**src/hdl/lae_row_unit.sv**
```systemverilog
// Computes one new board row from the old rows above, at and below it.
module lae_row_unit #(
    parameter int MAX_SIDE = 128,
    parameter int SIDE_W   = 8
) (
    input  logic [MAX_SIDE-1:0] i_up,
    input  logic [MAX_SIDE-1:0] i_md,
    input  logic [MAX_SIDE-1:0] i_dn,
    input  logic [SIDE_W-1:0]   i_side,
    output logic [MAX_SIDE-1:0] o_row,
    output logic                o_changed
);

    logic [MAX_SIDE-1:0] mask;
    logic [MAX_SIDE-1:0] up_m;
    logic [MAX_SIDE-1:0] md_m;
    logic [MAX_SIDE-1:0] dn_m;
    logic [MAX_SIDE-1:0] nx;

    always_comb begin
        for (int j = 0; j < MAX_SIDE; j++) begin
            mask[j] = (SIDE_W'(j) < i_side);
        end
    end

    assign up_m = i_up & mask;
    assign md_m = i_md & mask;
    assign dn_m = i_dn & mask;

    // Per-column neighbor count; columns beyond the board read as dead.
    always_comb begin
        logic [MAX_SIDE-1:0] ul;
        logic [MAX_SIDE-1:0] ur;
        logic [MAX_SIDE-1:0] ml;
        logic [MAX_SIDE-1:0] mr;
        logic [MAX_SIDE-1:0] dl;
        logic [MAX_SIDE-1:0] dr;
        logic [3:0]          cnt;
        ul = up_m << 1;
        ur = up_m >> 1;
        ml = md_m << 1;
        mr = md_m >> 1;
        dl = dn_m << 1;
        dr = dn_m >> 1;
        cnt = '0;
        for (int j = 0; j < MAX_SIDE; j++) begin
            cnt = {3'b000, ul[j]} + {3'b000, up_m[j]} + {3'b000, ur[j]}
                + {3'b000, ml[j]} + {3'b000, mr[j]}
                + {3'b000, dl[j]} + {3'b000, dn_m[j]} + {3'b000, dr[j]};
            nx[j] = mask[j] & ((cnt == 4'd3) | ((cnt == 4'd2) & md_m[j]));
        end
    end

    // Cells beyond the board keep their stored value.
    assign o_row     = (i_md & ~mask) | nx;
    assign o_changed = (nx != md_m);

endmodule

```
**config.mk**
```make
export PLATFORM = sky130hd
export DESIGN_NAME = lae_row_unit
export DESIGN_NICKNAME = d
export VERILOG_FILES = /design/src/hdl/lae_row_unit.sv
export SDC_FILE = /design/constraint.sdc
export NUM_CORES = 2
export LEC_CHECK = 0
export BUFFER_PORTS_ARGS = -buffer_cell sky130_fd_sc_hd__buf_2
export CELL_PAD_IN_SITES_DETAIL_PLACEMENT = 2
export CELL_PAD_IN_SITES_GLOBAL_PLACEMENT = 2
export CORE_MARGIN = 2
export CORE_UTILIZATION = 35
export DETAILED_ROUTE_END_ITERATION = 6
export PLACE_DENSITY_LB_ADDON = 0.2
export RECOVER_POWER = 25
export SLEW_MARGIN = 25
export SYNTH_ARGS = -nofsm -noshare
export SYNTH_HDL_FRONTEND = slang
export SYNTH_SLANG_ARGS = --single-unit
```
**constraint.sdc**
```tcl
create_clock -name vclk -period 7.5
set_clock_uncertainty 0.1 [all_clocks]
set_input_delay 0.75 -clock vclk [all_inputs]
set_output_delay 0.75 -clock vclk [all_outputs]
set_load 0.01 [all_outputs]
```
Word-level counts from Yosys, hierarchy flattened
Cells that the tools add are included.
{"block": "op_classes", "add_sub_neg": 889, "n_lt_le_gt_ge": 128, "n_eq_ne": 257, "bitwise_logic": 390}
{"cell": "adder 4 x 1 -> 4 bit", "count": 508}
{"cell": "== test 4 x 2 -> 1 bit, second input constant", "count": 256}
{"cell": "AND 128 bit", "count": 4}
{"cell": "less-than comparator 7 x 8 -> 1 bit, first input constant", "count": 64}
{"cell": "adder 3 x 1 -> 4 bit", "count": 127}
{"cell": "adder 2 x 1 -> 3 bit", "count": 127}
{"cell": "AND 1 bit", "count": 256}
{"cell": "less-than comparator 6 x 8 -> 1 bit, first input constant", "count": 32}
{"cell": "adder 1 x 1 -> 2 bit", "count": 127}
{"cell": "less-than comparator 5 x 8 -> 1 bit, first input constant", "count": 16}
{"cell": "!= test 128 bit", "count": 1}
{"cell": "inverter 128 bit", "count": 1}
{"cell": "bitwise OR 1 bit", "count": 128}
{"cell": "bitwise OR 128 bit", "count": 1}
{"cell": "less-than comparator 4 x 8 -> 1 bit, first input constant", "count": 8}
{"cell": "less-than comparator 3 x 8 -> 1 bit, first input constant", "count": 4}
{"cell": "less-than comparator 1 x 8 -> 1 bit, first input constant", "count": 2}
{"cell": "less-than comparator 2 x 8 -> 1 bit, first input constant", "count": 2}
{"block": "word_totals", "out_inout_bits": 129, "regBits": 0, "inputBits": 392}

Longest topological paths before layout
{"block": "logic_depth", "ltp_word": 14, "mapped_depth": 23, "depth_no_buf": 20}

Worst setup path before layout
No wires, ideal clock.
{"block": "synth_path", "path_type": "in2out", "start": "input i_side[1]", "end": "output o_changed", "arrival_ns": 6.216, "path_stages": 21, "path_buffers": 2, "slack_ns": 0.434, "cell_sequence": "clkbuf_1 clkbuf_1 and3_1 nand2_1 a21oi_1 and2_1 fa_1 fa_1 inv_1 fa_1 inv_1 ha_1 fa_1 and4b_1 a21oi_1 mux2i_1 o22ai_1 or4_1 a2111o_1 nor4_1 nand4_1"}
{"block": "synth_between", "elab_chain_cells": 14, "elab_cells_between_ends": 1661}
{"item": "start: declaration", "line": "9", "source": "input logic [SIDE_W-1:0] i_side,"}
{"item": "less-than comparator 1 x 8 -> 1 bit (tied with other cells)", "line": "22", "source": "mask[j] = (SIDE_W'(j) < i_side);"}
{"item": "AND 128 bit", "line": "26", "source": "assign up_m = i_up & mask;"}
{"item": "adder 1 x 1 -> 2 bit", "line": "47", "source": "cnt = {3'b000, ul[j]} + {3'b000, up_m[j]} + {3'b000, ur[j]}"}
{"item": "adder 2 x 1 -> 3 bit", "line": "47"}
{"item": "adder 3 x 1 -> 4 bit", "line": "48", "source": "+ {3'b000, ml[j]} + {3'b000, mr[j]}"}
{"item": "adder 4 x 1 -> 4 bit", "line": "48"}
{"item": "adder 4 x 1 -> 4 bit (3 in a row)", "line": "49", "source": "+ {3'b000, dl[j]} + {3'b000, dn_m[j]} + {3'b000, dr[j]};"}
{"item": "== test 4 x 2 -> 1 bit", "line": "50", "source": "nx[j] = mask[j] & ((cnt == 4'd3) | ((cnt == 4'd2) & md_m[j]));"}
{"item": "AND 1 bit", "line": "50"}
{"item": "bitwise OR 1 bit", "line": "50"}
{"item": "AND 1 bit", "line": "50"}
{"item": "!= test 128 bit *", "line": "56", "source": "assign o_changed = (nx != md_m);"}
{"item": "end: declaration", "line": "11", "source": "output logic o_changed"}
Every way passes the cells marked *; elsewhere a longest branch is shown, timed or not.

Final worst setup path
{"block": "layout_path", "start": "input i_side[4]", "end": "output o_changed"}
Same word-level chain as after synthesis.

==> results.md <==
- Filler cells: 8,600
- Crit path kind: in -> out
- Worst vdd ir: 0.0884 mV
- F_max: 134 MHz
- GPL Wtd Cong: 0.953
- Mapped Cells: 3,139
- DR pass1 iterations: 5
- # IOs: 521
- PD cells: 199 mW/mm^2
- Sw frac: 57.5%
- Clkbuf count: 0
- Fin nets: 5,291
- Proportion of layout cells with a drive suffix above 1: 27.7%
- Combinational power share: 100.0%
- Mapped cell area: 0.0267 mm^2
- Core Area: 0.0757 mm^2
- Worst Path Max Fanout: 10
- Internal power: 2890 uW
- Antenna violations before repair: 43
- Largest net degree at the start of global routing: 23
- Hpwl dp: 122,000 um
- Lkg Pwr: 0.0183 uW
- WP data required: 6.65 ns
- Routed Wire Length: 133,000 um
- Synth unique cells: 81
- Relative slew margins: 37.2%
- Port Buffers: 521
- Total power: 6800 uW
- Sequential cell area: 0 um^2
- Clock power frac: 0%
- HP Start: i_md[104]
- Fin. Hold Viols: 0
- CP startpoint: i_side[4]
- Worst hold path type: in -> out
- Area after DPL: 0.0331 mm^2
- Psw: 3910 uW
- Layout area overhead: 27.8%
- Drt via density: 5.54
- Setup-failing EPs final: 0
- Max-cap check violation count: 0
- 1st-iter DRT viols: 1,136
- Wire length per cell: 26.5 um
- Routed Antenna Nets: 0
- M1 WL: 52,300 um
- FFs & Latches: 0
- Crit end category: output port
- Die width: 280 um
- Hold-fix buffer count after cts: 0
- Met3 WL: 6700 um
- Ys Warns: 0
- Fin. max-slew vios: 0
- Die area: 0.0785 mm^2
- Crit path launch type: input pin
- Worst-Margin Slew: 0.940 ns
- Vias in the first global route: 32,100
- Tcrit/Tclk final: 99.2%
- Commonest cells after routing, fill and taps aside: buf_2, fa_1, inv_1
- Arr. time, crit path: 6.59 ns
- Rows: 101
- Synth top area share: 38.1%
- Initial core utilization: 35.3%
- Gr usage total: 32.9%
- Area leader, netlist: fa_1
- Syn_nets: 4,419
- # DRC: 0
- Design area: 0.0341 mm^2
- Minimum clock period: 7.44 ns
- Reg power frac: 0%
- Outcome: completed
- Max Used Layer: met5
- Commonest non-fill, non-tap cell in the layout: buf_2
- Detailed-route via count: 27,800
- First-pass GRT wire length: 195,000 um
- Die span in y: 280 um
- Seq/Total Area, Yosys: 0%
- Area contributors post-synth: fa_1, ha_1, a21oi_1
- Mean Syn Cell Area: 8.50 um^2
- Gr ovfl total: 0
- WL met2: 67,000 um
## kinds of logic after synthesis
kind of cell / count (synthesis) / synth area share [%]
simple gates: 935 / 18.7
fa+ha+maj: 888 / 55.9
compound gates: 711 / 14.9
buf+inv: 537 / 7.67
mux: 68 / 2.82
## Yosys cell counts, drive strengths merged, types with 8 or more instances
master / number
o21ai: 161
a22oi: 28
nor3: 9
a2111oi: 10
a21oi: 421
o32ai: 8
mux2i: 11
nand3: 24
a21o: 9
clkbuf: 20
nor2b: 79
nand3b: 10
nand2b: 17
nor3b: 15
inv: 498
nor4: 9
mux2: 57
nand4: 12
and4b: 17
and3: 101
and2: 180
buf: 19
fa: 508
ha: 380
nand2: 291
nor2: 133
or4b: 8
## worst max-delay path: stages
cell and delay [ns]:
clkbuf_4 0.17, buf_8 0.17, or2_1 0.23, buf_4 0.17
o21ai_0 0.25, nand2_2 0.24, nand2_1 0.20, inv_1 0.10
fa_1 0.51, fa_1 0.55, fa_1 0.43, ha_1 0.23
fa_1 0.40, and3_1 0.17, o21ai_0 0.31, mux2_2 0.41
a21oi_2 0.20, buf_4 0.14, nand4_1 0.14, nor4_2 0.35
buf_4 0.19, nand4_1 0.10, buf_6 0.16
## cell type report
| cell class | instances | area, um^2 | area share [%] |
|---|---|---|---|
| multi-input combinational | 2603 | 25300 | 74.2 |
| timing repair buffer | 908 | 5640 | 16.5 |
| inverter | 498 | 1870 | 5.49 |
| tap | 978 | 1220 | 3.59 |
| antenna | 24 | 60.1 | 0.176 |
## path summary, 6_finish.rpt
path	endpoint	slack, ns	cells past startpoint
worst max-delay path	o_changed	0.06	23
worst min-delay path	o_row[104]	1.78	4
## repair_timing
action,4_1_cts,5_1_grt
pin swaps,3,34
resized for setup,36,183
setup endpoints to repair,1,1
cloned,0,2
buffers inserted,1,19
## metrics by stage
| step | std cells | hold WS [ns] | utilization [%] | setup slack [ns] | TNS (ns) |
|---|---|---|---|---|---|
| global placement | 4965 | 1.77 | 43.8 | -0.338 | -0.338 |
| finish | 5011 | 1.78 | 45.1 | 0.0634 | 0 |
| detailed placement | 4965 | 1.79 | 43.8 | -0.391 | -0.391 |
| floorplan | 3139 | 1.51 | - | 0.434 | 0 |
| global route | 5004 | 1.83 | 45.1 | -0.103 | -0.103 |
| CTS | 4966 | 1.79 | 44.0 | 0.00116 | 0 |
## power groups by stage
stage	logic [uW]	clock network, uW	registers [uW]
CTS	6630	0	0
detailed placement	6560	0	0
global route	7540	0.000304	0
global placement	5990	0	0
floorplan	3750	0	0
finish	6800	0.000445	0
## metal layers
metal  track usage [%]  vias up
met5                 0        -
met4              14.0       32
met3              4.21      257
met2              59.4      730
met1              39.2    14400
li1                  -    12400
(Power assumes the default switching activity.)
